--- config.mk ---
export PLATFORM = sky130hd
export DESIGN_NAME = mp3_module_button_controller_unit
export DESIGN_NICKNAME = d
export VERILOG_FILES = /design/src/rtl/mp3bc_pkg.sv /design/src/rtl/mp3_module_button_controller_unit.sv /design/src/rtl/mp3bc_framer.sv
export SDC_FILE = /design/constraint.sdc
export NUM_CORES = 1
export LEC_CHECK = 0
export CORE_MARGIN = 2
export CORE_UTILIZATION = 30
export DETAILED_ROUTE_END_ITERATION = 6
export DONT_BUFFER_PORTS = 1
export PLACE_DENSITY_LB_ADDON = 0.1
export SETUP_SLACK_MARGIN = 0.5
export SLEW_MARGIN = 10
export SYNTH_ARGS = -nofsm -noshare
export SYNTH_HDL_FRONTEND = slang
export SYNTH_SLANG_ARGS = --single-unit
--- constraint.sdc ---
create_clock -name i_clk -period 5.9 [get_ports i_clk]
set_clock_uncertainty 0.2 [all_clocks]
set_input_delay 1.18 -clock i_clk [delete_from_list [all_inputs] [get_ports i_clk]]
set_output_delay 1.18 -clock i_clk [all_outputs]
set_load 0.005 [all_outputs]
--- src/rtl/mp3bc_pkg.sv ---
// Package for the MP3 module button controller: event codes, frame bytes,
// and the result job handed from the controller to the frame serializer.
// No dependencies.
`default_nettype none
package mp3bc_pkg;

    localparam logic [1:0] CMD_TICK  = 2'd0;
    localparam logic [1:0] CMD_KEY   = 2'd1;
    localparam logic [1:0] CMD_START = 2'd2;

    localparam logic [2:0] KEY_UP    = 3'd0;
    localparam logic [2:0] KEY_DOWN  = 3'd1;
    localparam logic [2:0] KEY_RIGHT = 3'd2;
    localparam logic [2:0] KEY_LEFT  = 3'd3;
    localparam logic [2:0] KEY_OK    = 3'd4;
    localparam logic [2:0] KEY_BACK  = 3'd5;

    localparam logic [2:0] KIND_SHORT = 3'd2;
    localparam logic [2:0] KIND_LONG  = 3'd3;

    localparam logic [1:0] SCR_SPLASH = 2'd0;
    localparam logic [1:0] SCR_PLAYER = 2'd1;
    localparam logic [1:0] SCR_HELP   = 2'd2;

    localparam logic [7:0] FRM_START = 8'h7E;
    localparam logic [7:0] FRM_VER   = 8'hFF;
    localparam logic [7:0] FRM_LEN   = 8'h06;
    localparam logic [7:0] FRM_END   = 8'hEF;
    localparam logic [7:0] FRM_ZERO  = 8'h00;

    localparam logic [7:0] OP_PLAY_FIRST = 8'h0F;
    localparam logic [7:0] OP_PAUSE      = 8'h0E;
    localparam logic [7:0] OP_RESUME     = 8'h0D;
    localparam logic [7:0] OP_NEXT       = 8'h01;
    localparam logic [7:0] OP_PREV       = 8'h02;
    localparam logic [7:0] OP_SET_VOL    = 8'h06;
    localparam logic [7:0] PLAY_FIRST_ARG = 8'h01;

    localparam logic [4:0] VOL_MAX     = 5'd30;
    localparam logic [7:0] SPLASH_SAT  = 8'd255;

    // number of frames an item emits
    localparam logic [1:0] NFR_NONE = 2'd0;
    localparam logic [1:0] NFR_ONE  = 2'd1;
    localparam logic [1:0] NFR_TWO  = 2'd2;

    typedef struct packed {
        logic [1:0] screen;
        logic       playing;
        logic [4:0] volume;
        logic [6:0] progress;
        logic [7:0] anim;
        logic       halted;
    } t_status;

    // second frame, when present, is always play-first
    typedef struct packed {
        logic [1:0] nfr;
        logic [7:0] cmd_a;
        logic [7:0] lo_a;
        t_status    status;
    } t_job;

endpackage
`default_nettype wire

--- src/rtl/mp3_module_button_controller_unit.sv ---
// MP3 module button controller top level: input register, player state,
// configuration registers and event decode. Depends on mp3bc_pkg, mp3bc_framer.
// Path: input register, serializer job register. Throughput: an item yields
// 1, 8 or 16 results, one per cycle while the receiver is ready; the next
// item waits in the input register and moves on as the serializer hands out
// its last result, so the serializer sets the rate. Synchronous active-low
// reset restores player state and configuration defaults.
`default_nettype none
module mp3_module_button_controller_unit (
    input  wire         i_clk,
    input  wire         i_rst_n,
    // configuration write
    input  wire         i_cfg_valid,
    output logic        o_cfg_ready,
    input  wire  [1:0]  i_cfg_index,
    input  wire  [7:0]  i_cfg_data,
    // input items
    input  wire         s_axis_tvalid,
    output logic        s_axis_tready,
    input  wire  [7:0]  s_axis_tdata,   // key[2:0], press_kind[5:3], zero[7:6]
    input  wire  [1:0]  s_axis_tuser,   // command[1:0]
    // results
    output logic        m_axis_tvalid,
    input  wire         m_axis_tready,
    output logic [31:0] m_axis_tdata,   // frame_byte[7:0], screen[9:8], playing[10],
                                        // volume_now[15:11], progress_now[22:16],
                                        // anim_frame[30:23], halted[31]
    output logic        m_axis_tuser,   // has_byte[0]
    output logic        m_axis_tlast
);
    import mp3bc_pkg::*;

    localparam logic [1:0] REG_INIT_VOL  = 2'd0;
    localparam logic [1:0] REG_VOL_LIM   = 2'd1;
    localparam logic [1:0] REG_SPLASH    = 2'd2;
    localparam logic [1:0] REG_PROG_LIM  = 2'd3;

    logic [4:0] r_init_vol;
    logic [4:0] r_vol_lim;
    logic [7:0] r_splash_len;
    logic [6:0] r_prog_lim;

    logic       r_in_valid;
    logic [1:0] r_in_cmd;
    logic [2:0] r_in_key;
    logic [2:0] r_in_kind;

    logic [1:0] r_screen;
    logic       r_play;
    logic [4:0] r_vol;
    logic [6:0] r_prog;
    logic [7:0] r_anim;
    logic [7:0] r_splash_cnt;
    logic       r_halt;

    logic [1:0] n_screen;
    logic       n_play;
    logic [4:0] n_vol;
    logic [6:0] n_prog;
    logic [7:0] n_anim;
    logic [7:0] n_splash_cnt;
    logic       n_halt;
    logic [1:0] n_nfr;
    logic [7:0] n_cmd;
    logic [4:0] n_sent;

    logic       w_load;
    logic       w_free;
    logic [4:0] w_lim;
    logic [7:0] w_prog_inc;
    t_job       w_job;
    t_status    w_stat;
    logic       w_has_byte;
    logic [7:0] w_byte;

    assign o_cfg_ready   = 1'b1;
    assign w_load        = r_in_valid && w_free;
    assign s_axis_tready = !r_in_valid || w_free;
    assign w_lim         = (r_vol_lim > VOL_MAX) ? VOL_MAX : r_vol_lim;

    always_ff @(posedge i_clk) begin
        if (!i_rst_n) begin
            r_init_vol   <= 5'd20;
            r_vol_lim    <= 5'd30;
            r_splash_len <= 8'd4;
            r_prog_lim   <= 7'd100;
        end else if (i_cfg_valid) begin
            unique case (i_cfg_index)
                REG_INIT_VOL: r_init_vol   <= i_cfg_data[4:0];
                REG_VOL_LIM:  r_vol_lim    <= i_cfg_data[4:0];
                REG_SPLASH:   r_splash_len <= i_cfg_data;
                REG_PROG_LIM: r_prog_lim   <= i_cfg_data[6:0];
            endcase
        end
    end

    always_ff @(posedge i_clk) begin
        if (!i_rst_n) begin
            r_in_valid <= 1'b0;
        end else if (s_axis_tready) begin
            r_in_valid <= s_axis_tvalid;
        end
    end

    always_ff @(posedge i_clk) begin
        if (s_axis_tvalid && s_axis_tready) begin
            r_in_cmd  <= s_axis_tuser;
            r_in_key  <= s_axis_tdata[2:0];
            r_in_kind <= s_axis_tdata[5:3];
        end
    end

    always_comb begin
        n_screen     = r_screen;
        n_play       = r_play;
        n_vol        = r_vol;
        n_prog       = r_prog;
        n_anim       = r_anim;
        n_splash_cnt = r_splash_cnt;
        n_halt       = r_halt;
        n_nfr        = NFR_NONE;
        n_cmd        = OP_PAUSE;
        w_prog_inc   = {1'b0, r_prog} + 8'd1;
        if (!r_halt) begin
            unique case (r_in_cmd)
                CMD_TICK: begin
                    if (r_screen == SCR_SPLASH) begin
                        if (r_splash_cnt != SPLASH_SAT) begin
                            n_splash_cnt = r_splash_cnt + 8'd1;
                        end
                        if (n_splash_cnt >= r_splash_len) begin
                            n_screen = SCR_PLAYER;
                        end
                    end
                    if (r_play && n_screen == SCR_PLAYER) begin
                        n_anim = r_anim + 8'd1;
                        n_prog = (w_prog_inc > {1'b0, r_prog_lim}) ? 7'd0 : w_prog_inc[6:0];
                    end
                end
                CMD_START: begin
                    n_vol  = (r_init_vol > w_lim) ? w_lim : r_init_vol;
                    n_play = 1'b1;
                    n_nfr  = NFR_TWO;
                    n_cmd  = OP_SET_VOL;
                end
                CMD_KEY: begin
                    if (r_in_kind == KIND_LONG && r_in_key == KEY_BACK) begin
                        n_halt = 1'b1;
                        n_nfr  = NFR_ONE;
                        n_cmd  = OP_PAUSE;
                    end else if (r_screen == SCR_SPLASH) begin
                        n_screen = SCR_PLAYER;
                    end else if (r_screen == SCR_HELP) begin
                        if (r_in_kind == KIND_SHORT
                                && (r_in_key == KEY_OK || r_in_key == KEY_BACK)) begin
                            n_screen = SCR_PLAYER;
                        end
                    end else if (r_screen == SCR_PLAYER) begin
                        if (r_in_kind == KIND_LONG && r_in_key == KEY_OK) begin
                            n_screen = SCR_HELP;
                        end else if (r_in_kind == KIND_SHORT) begin
                            n_nfr = NFR_ONE;
                            unique case (r_in_key)
                                KEY_OK: begin
                                    n_cmd  = r_play ? OP_PAUSE : OP_RESUME;
                                    n_play = !r_play;
                                end
                                KEY_RIGHT: begin
                                    n_prog = 7'd0;
                                    n_play = 1'b1;
                                    n_cmd  = OP_NEXT;
                                end
                                KEY_LEFT: begin
                                    n_prog = 7'd0;
                                    n_play = 1'b1;
                                    n_cmd  = OP_PREV;
                                end
                                KEY_UP: begin
                                    if (r_vol < w_lim) begin
                                        n_vol = r_vol + 5'd1;
                                    end
                                    n_cmd = OP_SET_VOL;
                                end
                                KEY_DOWN: begin
                                    if (r_vol != 5'd0) begin
                                        n_vol = r_vol - 5'd1;
                                    end
                                    n_cmd = OP_SET_VOL;
                                end
                                KEY_BACK: begin
                                    n_play = 1'b0;
                                    n_cmd  = OP_PAUSE;
                                end
                                default: begin
                                    n_nfr = NFR_NONE;
                                end
                            endcase
                        end
                    end
                end
                default: begin
                end
            endcase
        end
        n_sent = (n_vol > w_lim) ? w_lim : n_vol;
    end

    always_ff @(posedge i_clk) begin
        if (!i_rst_n) begin
            r_screen     <= SCR_SPLASH;
            r_play       <= 1'b1;
            r_vol        <= 5'd20;
            r_prog       <= 7'd0;
            r_anim       <= 8'd0;
            r_splash_cnt <= 8'd0;
            r_halt       <= 1'b0;
        end else if (w_load) begin
            r_screen     <= n_screen;
            r_play       <= n_play;
            r_vol        <= n_vol;
            r_prog       <= n_prog;
            r_anim       <= n_anim;
            r_splash_cnt <= n_splash_cnt;
            r_halt       <= n_halt;
        end
    end

    always_comb begin
        w_job.nfr             = n_nfr;
        w_job.cmd_a           = n_cmd;
        w_job.lo_a            = (n_cmd == OP_SET_VOL) ? {3'd0, n_sent} : FRM_ZERO;
        w_job.status.screen   = n_screen;
        w_job.status.playing  = n_play;
        w_job.status.volume   = n_vol;
        w_job.status.progress = n_prog;
        w_job.status.anim     = n_anim;
        w_job.status.halted   = n_halt;
    end

    mp3bc_framer u_framer (
        .i_clk      (i_clk),
        .i_rst_n    (i_rst_n),
        .i_load     (w_load),
        .i_job      (w_job),
        .o_free     (w_free),
        .o_valid    (m_axis_tvalid),
        .i_ready    (m_axis_tready),
        .o_has_byte (w_has_byte),
        .o_byte     (w_byte),
        .o_last     (m_axis_tlast),
        .o_status   (w_stat)
    );

    assign m_axis_tuser = w_has_byte;
    assign m_axis_tdata = {w_stat.halted, w_stat.anim, w_stat.progress, w_stat.volume,
                           w_stat.playing, w_stat.screen, w_byte};

endmodule
`default_nettype wire

--- src/rtl/mp3bc_framer.sv ---
// Frame serializer: holds one result job and emits its results one per cycle while the receiver is ready.
// Depends on mp3bc_pkg.
`default_nettype none
module mp3bc_framer (
    input  wire                 i_clk,
    input  wire                 i_rst_n,
    input  wire                 i_load,
    input  mp3bc_pkg::t_job     i_job,
    output logic                o_free,
    output logic                o_valid,
    input  wire                 i_ready,
    output logic                o_has_byte,
    output logic [7:0]          o_byte,
    output logic                o_last,
    output mp3bc_pkg::t_status  o_status
);
    import mp3bc_pkg::*;

    logic       r_busy;
    logic [3:0] r_idx;
    t_job       r_job;
    logic       w_last;
    logic       w_take;
    logic [7:0] w_cmd;
    logic [7:0] w_hi;
    logic [7:0] w_lo;

    always_comb begin
        unique case (r_job.nfr)
            NFR_NONE: w_last = (r_idx == 4'd0);
            NFR_ONE:  w_last = (r_idx == 4'd7);
            default:  w_last = (r_idx == 4'd15);
        endcase
    end

    assign w_take = r_busy && i_ready;
    assign o_free = !r_busy || (w_take && w_last);

    always_ff @(posedge i_clk) begin
        if (!i_rst_n) begin
            r_busy <= 1'b0;
            r_idx  <= 4'd0;
        end else if (i_load) begin
            r_busy <= 1'b1;
            r_idx  <= 4'd0;
        end else if (w_take) begin
            r_busy <= !w_last;
            r_idx  <= r_idx + 4'd1;
        end
    end

    always_ff @(posedge i_clk) begin
        if (i_load) begin
            r_job <= i_job;
        end
    end

    always_comb begin
        w_cmd = r_idx[3] ? OP_PLAY_FIRST  : r_job.cmd_a;
        w_hi  = r_idx[3] ? PLAY_FIRST_ARG : FRM_ZERO;
        w_lo  = r_idx[3] ? PLAY_FIRST_ARG : r_job.lo_a;
        unique case (r_idx[2:0])
            3'd0:    o_byte = FRM_START;
            3'd1:    o_byte = FRM_VER;
            3'd2:    o_byte = FRM_LEN;
            3'd3:    o_byte = w_cmd;
            3'd4:    o_byte = FRM_ZERO;
            3'd5:    o_byte = w_hi;
            3'd6:    o_byte = w_lo;
            default: o_byte = FRM_END;
        endcase
        if (r_job.nfr == NFR_NONE) begin
            o_byte = FRM_ZERO;
        end
    end

    assign o_valid    = r_busy;
    assign o_has_byte = (r_job.nfr != NFR_NONE);
    assign o_last     = w_last;
    assign o_status   = r_job.status;

endmodule
`default_nettype wire

==> run_summary.xml, run 1 <==
<?xml version="1.0" encoding="UTF-8"?>
<metrics>
  <group name="floorplanning">
    <metric name="floorplan.core_area" unit="um^2">21100</metric>
    <metric name="placementRows" unit="">53</metric>
    <metric name="die_width" unit="um">151</metric>
    <metric name="initial_utilization" unit="">0.307</metric>
    <metric name="dieHeight" unit="um">151</metric>
    <metric name="overall_die_area" unit="um^2">22700</metric>
    <metric name="design.portCount" unit="">62</metric>
  </group>
  <group name="global_routing">
    <metric name="maximum_number_of_pins_on_one_net_before_global_route_repair" unit="">61</metric>
    <metric name="global_route_wire_length_before_repair" unit="um">25700</metric>
    <metric name="number_of_global_route_vias_before_repair" unit="">4715</metric>
    <metric name="track_usage" unit="">0.145</metric>
    <metric name="antenna_found_initial" unit="">2</metric>
    <metric name="grt_overflow" unit="">0</metric>
  </group>
  <group name="route">
    <metric name="num_vias" unit="">4874</metric>
    <metric name="drt_pass1_iterations" unit="">5</metric>
    <metric name="postRouteAntennaNets" unit="">0</metric>
    <metric name="route.detailed.drc" unit="">0</metric>
    <metric name="wirelength" unit="um">15800</metric>
    <metric name="vias_per_cell" unit="">5.09</metric>
    <metric name="dr.first_iter.drc_count" unit="">228</metric>
    <metric name="avgRoutedWirePerCell" unit="um">16.5</metric>
  </group>
  <group name="critical_path">
    <metric name="data_required_time_at_the_worst_endpoint" unit="ns">5.80</metric>
    <metric name="cp_slowest_cell" unit="">dfxtp_1</metric>
    <metric name="r2r-start" unit="">r_vol_lim[1]$_SDFFE_PN1P_</metric>
    <metric name="worst_setup_path_end_kind" unit="">flop</metric>
    <metric name="capture_point_of_the_critical_path" unit="">u_framer.r_job[28]$_SDFFCE_PP0P_</metric>
    <metric name="reg2reg_path_depth" unit="">17</metric>
    <metric name="r2r_slack" unit="ns">1.13</metric>
    <metric name="critical_path_cell_count" unit="">17</metric>
    <metric name="worstSetupStartpoint" unit="">r_vol_lim[1]$_SDFFE_PN1P_</metric>
    <metric name="cp_slowest_stage_delay" unit="ns">0.61</metric>
    <metric name="critPathArrivalTime" unit="ns">4.67</metric>
    <metric name="crit_fanout" unit="">11</metric>
    <metric name="start_kind" unit="">flop</metric>
    <metric name="critical-path-top-delay-family" unit="">simple AND/OR/NAND/NOR gates</metric>
    <metric name="critical_path.cell_chain" unit="">nand4_1, nand2_1, inv_1, ha_1, or4_1, o211ai_2, nand2_1, mux2_2, a32o_1, a31oi_1, inv_1, ha_1, and2_1, nor2b_1, a311o_1, a21oi_1, nor3_1</metric>
    <metric name="worst_r2r_endpoint" unit="">u_framer.r_job[28]$_SDFFCE_PP0P_</metric>
    <metric name="critPathKind" unit="">flop to flop</metric>
    <metric name="path_buf_inv" unit="">2</metric>
  </group>
  <group name="clock_tree">
    <metric name="root_buffer" unit="">clkbuf_16</metric>
    <metric name="cts.repair_timing.setup_buffer_count" unit="">0</metric>
    <metric name="clock-sinks" unit="">106</metric>
    <metric name="cts_inserted_buffers" unit="">9</metric>
    <metric name="post_cts_resize_count" unit="">0</metric>
    <metric name="clk_pin_slew_worst_paths" unit="ns">0.07</metric>
    <metric name="post_cts_hold_buffer_count" unit="">0</metric>
    <metric name="clock_latency" unit="ns">0.36</metric>
    <metric name="cts_tree" unit="">built</metric>
    <metric name="clock_tree.htree_level_count" unit="">3</metric>
    <metric name="cts_max_path_buffers" unit="">2</metric>
  </group>
  <group name="timing">
    <metric name="clock.fmax" unit="MHz">209</metric>
    <metric name="slew_viol_final" unit="">0</metric>
    <metric name="tightest_slew" unit="ns">0.984</metric>
    <metric name="post-route-period-util" unit="">0.809</metric>
    <metric name="tns_setup" unit="ns">0</metric>
    <metric name="timing.final.hold_violations" unit="">0</metric>
    <metric name="period_minus_slack" unit="ns">4.77</metric>
    <metric name="grt_setup_unrepaired" unit="">no</metric>
    <metric name="slew_headroom" unit="">0.342</metric>
    <metric name="setup_violations_final" unit="">0</metric>
  </group>
  <group name="finish">
    <metric name="area.growth.synth_to_final" unit="%">5.71</metric>
    <metric name="mostFrequentLayoutCells" unit="">nand2_1 (92), dfxtp_1 (63), edfxtp_1 (43)</metric>
    <metric name="finalNetCount" unit="">737</metric>
    <metric name="layout_commonest_cell" unit="">nand2_1</metric>
    <metric name="layout_cells_sized_above_1" unit="">0.0646</metric>
    <metric name="final_design_area_no_fill" unit="um^2">6830</metric>
  </group>
  <group name="logic_synthesis">
    <metric name="fraction_of_synthesis_flops_using_an_asynchronous_set_or_reset_pin" unit="">0</metric>
    <metric name="ys_ff_latch" unit="">106</metric>
    <metric name="synth.yosys.warnings" unit="">0</metric>
    <metric name="synth_edf_count" unit="">43</metric>
    <metric name="mappedNetlistArea" unit="um^2">6460</metric>
    <metric name="syn_area_per_cell" unit="um^2">9.00</metric>
    <metric name="syn_nets" unit="">779</metric>
    <metric name="postSynthCellCount" unit="">718</metric>
    <metric name="synth_flop_cell" unit="">dfxtp_1</metric>
    <metric name="yosysSeqAreaShare" unit="">0.395</metric>
    <metric name="yosysUniqueCellTypes" unit="">74</metric>
  </group>
  <group name="place">
    <metric name="dp_hpwl" unit="um">11400</metric>
    <metric name="dpl_cell_area" unit="um^2">6530</metric>
    <metric name="portBuffers" unit="">0</metric>
    <metric name="gp_congestion" unit="">0.826</metric>
  </group>
  <group name="power">
    <metric name="cellPowerDensity" unit="nW/um^2">236</metric>
    <metric name="ir_worst_vdd" unit="uV">117</metric>
    <metric name="power_leakage" unit="nW">2.53</metric>
  </group>
  <group name="hold_path">
    <metric name="min-delay-path-class" unit="">flop to flop</metric>
  </group>
  <group name="run">
    <metric name="drv.max_cap_violation_count" unit="">0</metric>
  </group>
  <group name="status">
    <metric name="outcome" unit="">finished, final reports clean</metric>
  </group>
</metrics>
## worst register-to-register path: stages (launching register included)
cell      delay, ns
dfxtp_1        0.61
nand4_1        0.18
nand2_1        0.12
inv_1          0.10
ha_1           0.19
or4_1          0.54
o211ai_2       0.16
nand2_1        0.17
mux2_2         0.33
a32o_1         0.25
a31oi_1        0.19
inv_1          0.14
ha_1           0.34
and2_1         0.19
nor2b_1        0.17
a311o_1        0.41
a21oi_1        0.18
nor3_1         0.07
## how the worst min path moves through the flow
stage / startpoint / to / slack (ns) / depth (start not counted)
after global routing: r_prog_lim[1]$_SDFFE_PN0P_ / r_prog_lim[1]$_SDFFE_PN0P_ / 0.29 / 2
after global placement: r_splash_len[3]$_SDFFE_PN0P_ / r_splash_len[3]$_SDFFE_PN0P_ / 0.25 / 2
after CTS: r_splash_len[3]$_SDFFE_PN0P_ / r_splash_len[3]$_SDFFE_PN0P_ / 0.27 / 2
after floorplan: r_splash_len[1]$_SDFFE_PN0P_ / r_splash_len[1]$_SDFFE_PN0P_ / 0.24 / 2
after detailed placement: r_splash_len[3]$_SDFFE_PN0P_ / r_splash_len[3]$_SDFFE_PN0P_ / 0.26 / 2
final: r_prog_lim[1]$_SDFFE_PN0P_ / r_prog_lim[1]$_SDFFE_PN0P_ / 0.27 / 2
## kinds of logic after synthesis
| logic type | after synthesis | synth area share |
|---|---|---|
| DFF | 106 | 0.395 |
| xor gates and xnor gates | 32 | 0.0434 |
| AOI/OAI and AO/OA | 144 | 0.156 |
| other | 1 | 0.000580 |
| and+or+nand+nor | 279 | 0.226 |
| muxes | 22 | 0.0350 |
| buffers and inverters | 98 | 0.0739 |
| adders and majority gates | 36 | 0.0697 |
## synth_stat cells, types with 6 or more instances
library cell / instances / area share
nor2_1: 42 / 0.024
a21oi_1: 28 / 0.022
clkbuf_1: 29 / 0.017
o211ai_1: 8 / 0.0093
and3_1: 12 / 0.012
a31oi_1: 7 / 0.0068
edfxtp_1: 43 / 0.20
o21ai_0: 29 / 0.022
dfxtp_1: 63 / 0.20
nor2b_1: 21 / 0.020
a21boi_0: 14 / 0.016
a21o_1: 6 / 0.0070
nor4_1: 9 / 0.0087
ha_1: 36 / 0.070
mux2i_1: 17 / 0.026
o21a_1: 10 / 0.012
xnor2_1: 27 / 0.037
nand2_1: 92 / 0.053
nand4_1: 7 / 0.0068
inv_1: 39 / 0.023
buf_4: 27 / 0.031
nand2b_1: 11 / 0.011
nand3_1: 25 / 0.019
and2_1: 14 / 0.014
nor3_1: 12 / 0.0093
## per-layer routing
metal	track usage	part of all wire
met1	0.204	0.50
met2	0.217	0.43
met3	0.0367	0.053
met4	0.0472	0.015
met5	0	0.00082
## per-stage QoR
stage / power (W) / setup slack, ns / util / std cells / hold WS [ns]
final: 0.00161 / 1.13 / 0.324 / 957 / 0.267
after global routing: 0.00169 / 0.745 / 0.324 / 956 / 0.286
after CTS: 0.00164 / 1.09 / 0.324 / 956 / 0.273
after detailed placement: 0.000999 / 1.13 / 0.310 / 940 / 0.262
after global placement: 0.000996 / 1.16 / 0.310 / 940 / 0.254
after floorplan: 0.000966 / 1.72 / - / 718 / 0.243
## cell type report
cell class / count / area, um^2
fill: 2203 / 14300
antenna: 1 / 2.50
clock inverter: 7 / 77.6
multi-input combinational: 514 / 3440
timing repair buffer: 6 / 45.0
tap: 275 / 344
inverter: 39 / 146
sequential: 106 / 2550
clock buffer: 9 / 225
## power by group
part           switching (W)  leakage, nW  internal, W
Combinational       0.000102         1.47    0.0000625
Clock               0.000297        0.140     0.000333
Sequential         0.0000258        0.928     0.000790
## flip-flops by register name, summed over array words and instances, names as in the netlist, 3 cells and up
signal and flops:
u_framer.o_status 24, u_framer.r_job 11, r_anim 8, r_splash_cnt 8
r_splash_len 8, r_prog 7, r_prog_lim 7, r_init_vol 5
r_vol 5, r_vol_lim 5, u_framer.r_idx 4, r_in_key 3
r_in_kind 3
Power figures use the tool's default switching activity.
==> inputs of run 2 (changes only) <==
- clock period: 5.9 -> 4.25 ns (I/O delays scaled with it)
==> run 2 against run 1 <==
Net effect: count of clock-buffer cells in the layout did not move; utilization up 3.9 points; clock power increased by 41%; maximum frequency is 19% higher; setup slack worse by 0.89 ns; cell count up 5.2%; critical endpoint is now u_framer.r_job[24]$_SDFFCE_PP0P_.
==> run_summary.xml, run 2 (synthesis results as in run 1) <==
<?xml version="1.0" encoding="UTF-8"?>
<metrics>
  <group name="finish">
    <metric name="final.fill_count" unit="">2163</metric>
    <metric name="multi_input_comb_area" unit="um^2">3820</metric>
    <metric name="final_design_area_no_fill" unit="um^2">7660</metric>
    <metric name="area.growth.synth_to_final" unit="%">18.6</metric>
    <metric name="post-route-util" unit="">0.363</metric>
    <metric name="layout_cells_sized_above_1" unit="">0.209</metric>
    <metric name="sequential_cell_area" unit="um^2">2570</metric>
    <metric name="largest_register_ff_count" unit="">24</metric>
    <metric name="layout_commonest_cell" unit="">nand2_1</metric>
    <metric name="finalNetCount" unit="">787</metric>
    <metric name="mostFrequentLayoutCells" unit="">nand2_1 (87), dfxtp_1 (55), buf_4 (51)</metric>
  </group>
  <group name="route">
    <metric name="avgRoutedWirePerCell" unit="um">16.6</metric>
    <metric name="vias_per_cell" unit="">5.02</metric>
    <metric name="wirelength" unit="um">16800</metric>
    <metric name="drt_pass1_iterations" unit="">4</metric>
    <metric name="postRouteAntennaNets" unit="">0</metric>
    <metric name="num_vias" unit="">5060</metric>
    <metric name="dr.first_iter.drc_count" unit="">258</metric>
    <metric name="route.detailed.drc" unit="">0</metric>
  </group>
  <group name="clock_tree">
    <metric name="post_cts_hold_buffer_count" unit="">0</metric>
    <metric name="cts_inserted_buffers" unit="">9</metric>
    <metric name="clock_latency" unit="ns">0.36</metric>
    <metric name="clk_pin_slew_worst_paths" unit="ns">0.08</metric>
    <metric name="root_buffer" unit="">clkbuf_16</metric>
    <metric name="clock_tree.htree_level_count" unit="">3</metric>
    <metric name="cts_max_path_buffers" unit="">2</metric>
    <metric name="cts_tree" unit="">built</metric>
    <metric name="clock-sinks" unit="">106</metric>
  </group>
  <group name="global_routing">
    <metric name="global_route_wire_length_before_repair" unit="um">26700</metric>
    <metric name="antenna_found_initial" unit="">1</metric>
    <metric name="number_of_global_route_vias_before_repair" unit="">4915</metric>
    <metric name="track_usage" unit="">0.151</metric>
    <metric name="maximum_number_of_pins_on_one_net_before_global_route_repair" unit="">61</metric>
    <metric name="grt_overflow" unit="">0</metric>
  </group>
  <group name="status">
    <metric name="outcome" unit="">finished, final reports clean</metric>
  </group>
  <group name="timing">
    <metric name="setup_violations_final" unit="">0</metric>
    <metric name="timing.hold.ws" unit="ns">0.261</metric>
    <metric name="tightest_slew" unit="ns">0.940</metric>
    <metric name="tns_setup" unit="ns">0</metric>
    <metric name="post-route-period-util" unit="">0.945</metric>
    <metric name="slew_headroom" unit="">0.372</metric>
    <metric name="grt_setup_unrepaired" unit="">yes</metric>
    <metric name="clock.fmax" unit="MHz">249</metric>
    <metric name="period_minus_slack" unit="ns">4.02</metric>
    <metric name="timing.final.hold_violations" unit="">0</metric>
    <metric name="slew_viol_final" unit="">0</metric>
    <metric name="finalWorstSetupSlack" unit="ns">0.235</metric>
  </group>
  <group name="critical_path">
    <metric name="reg2reg_path_depth" unit="">16</metric>
    <metric name="critPathKind" unit="">flop to flop</metric>
    <metric name="data_required_time_at_the_worst_endpoint" unit="ns">4.16</metric>
    <metric name="cp_slowest_cell" unit="">or4_4</metric>
    <metric name="r2r_slack" unit="ns">0.23</metric>
    <metric name="worst_setup_path_end_kind" unit="">flop</metric>
    <metric name="path_buf_inv" unit="">2</metric>
    <metric name="worst_r2r_endpoint" unit="">u_framer.r_job[24]$_SDFFCE_PP0P_</metric>
    <metric name="start_kind" unit="">flop</metric>
    <metric name="critical_path_cell_count" unit="">16</metric>
    <metric name="critical_path.cell_chain" unit="">inv_4, ha_4, and3b_1, or4_4, o21bai_4, a32o_1, a21oi_1, a211o_1, a31o_4, inv_4, ha_4, nor4bb_1, o41a_1, a311o_1, a21oi_1, nor3_1</metric>
    <metric name="r2r-start" unit="">r_vol_lim[4]$_SDFFE_PN1P_</metric>
    <metric name="critical-path-top-delay-family" unit="">compound AO/OA/AOI/OAI gates</metric>
    <metric name="critPathArrivalTime" unit="ns">3.92</metric>
    <metric name="crit_fanout" unit="">5</metric>
    <metric name="cp_slowest_stage_delay" unit="ns">0.43</metric>
  </group>
  <group name="place">
    <metric name="place_worst_setup_slack" unit="ns">-0.0210</metric>
    <metric name="gp_congestion" unit="">0.817</metric>
    <metric name="dp_hpwl" unit="um">12200</metric>
    <metric name="dpl_cell_area" unit="um^2">6850</metric>
    <metric name="portBuffers" unit="">0</metric>
  </group>
  <group name="floorplanning">
    <metric name="floorplan.core_area" unit="um^2">21100</metric>
    <metric name="placementRows" unit="">53</metric>
    <metric name="die_width" unit="um">151</metric>
    <metric name="dieHeight" unit="um">151</metric>
    <metric name="design.portCount" unit="">62</metric>
    <metric name="initial_utilization" unit="">0.307</metric>
    <metric name="overall_die_area" unit="um^2">22700</metric>
  </group>
  <group name="hold_path">
    <metric name="hp-start" unit="">r_splash_len[1]$_SDFFE_PN0P_</metric>
    <metric name="min_path_cells" unit="">2</metric>
    <metric name="worstHoldEndpoint" unit="">r_splash_len[1]$_SDFFE_PN0P_</metric>
    <metric name="min-delay-path-class" unit="">flop to flop</metric>
  </group>
  <group name="run">
    <metric name="drv.max_cap_violation_count" unit="">0</metric>
  </group>
  <group name="power">
    <metric name="cellPowerDensity" unit="nW/um^2">303</metric>
    <metric name="ir_worst_vdd" unit="uV">174</metric>
    <metric name="power_leakage" unit="nW">2.87</metric>
  </group>
</metrics>
-- run 2: routing by layer --
layer	GRT usage	share of wire	up-vias
met3	0.0316	0.043	16
li1	-	-	2547
met4	0.0477	0.018	0
met5	0	0	-
met1	0.212	0.49	2403
met2	0.233	0.45	94
-- run 2: what timing repair did --
| action | CTS | global route |
|---|---|---|
| gates resized for setup | 28 | 43 |
| endpoints found under the setup margin | 35 | 36 |
| setup buffers | 13 | 8 |
| cloned | 0 | 1 |
| pin swaps | 20 | 44 |
-- run 2: final cells by class --
type,count,share of cell area
inverter,39,0.0201
tap,275,0.0449
sequential,106,0.335
multi-input combinational,514,0.498
clock inverter,7,0.0114
antenna,1,0.000326
timing repair buffer,56,0.0602
clock buffer,9,0.0294
-- run 2: through the flow --
step / std cells / power [W]
after detailed placement: 968 / 0.00142
after floorplan: 718 / 0.00135
after CTS: 997 / 0.00235
final: 1007 / 0.00232
after global placement: 968 / 0.00141
after global routing: 1006 / 0.00244
-- run 2: report_power, final --
part,switching [W],total (W),internal [W]
logic,0.000176,0.000309,0.000133
clock network,0.000418,0.000886,0.000468
registers,0.0000299,0.00113,0.00110
total,0.000624,0.00232,0.00170
-- run 2: tightest hold or removal path, delay by kind of cell (launching register included) --
kind | cells | cell delay (ns)
flops | 1 | 0.31
compound gates | 1 | 0.06
simple gates | 1 | 0.04
-- run 2: worst max-delay path by stage --
stage | slack (ns) | to | start
2_1_floorplan | 0.33 | u_framer.r_job[24]$_SDFFCE_PP0P_ | r_vol_lim[2]$_SDFFE_PN1P_
3_3_place_gp | 0.03 | u_framer.r_job[28]$_SDFFCE_PP0P_ | r_vol_lim[4]$_SDFFE_PN1P_
3_5_place_dp | -0.02 | u_framer.r_job[28]$_SDFFCE_PP0P_ | r_vol_lim[4]$_SDFFE_PN1P_
4_1_cts | 0.18 | u_framer.r_job[24]$_SDFFCE_PP0P_ | r_vol_lim[2]$_SDFFE_PN1P_
5_1_grt | 0.08 | u_framer.r_job[24]$_SDFFCE_PP0P_ | r_vol_lim[4]$_SDFFE_PN1P_
6_report | 0.23 | u_framer.r_job[24]$_SDFFCE_PP0P_ | r_vol_lim[4]$_SDFFE_PN1P_
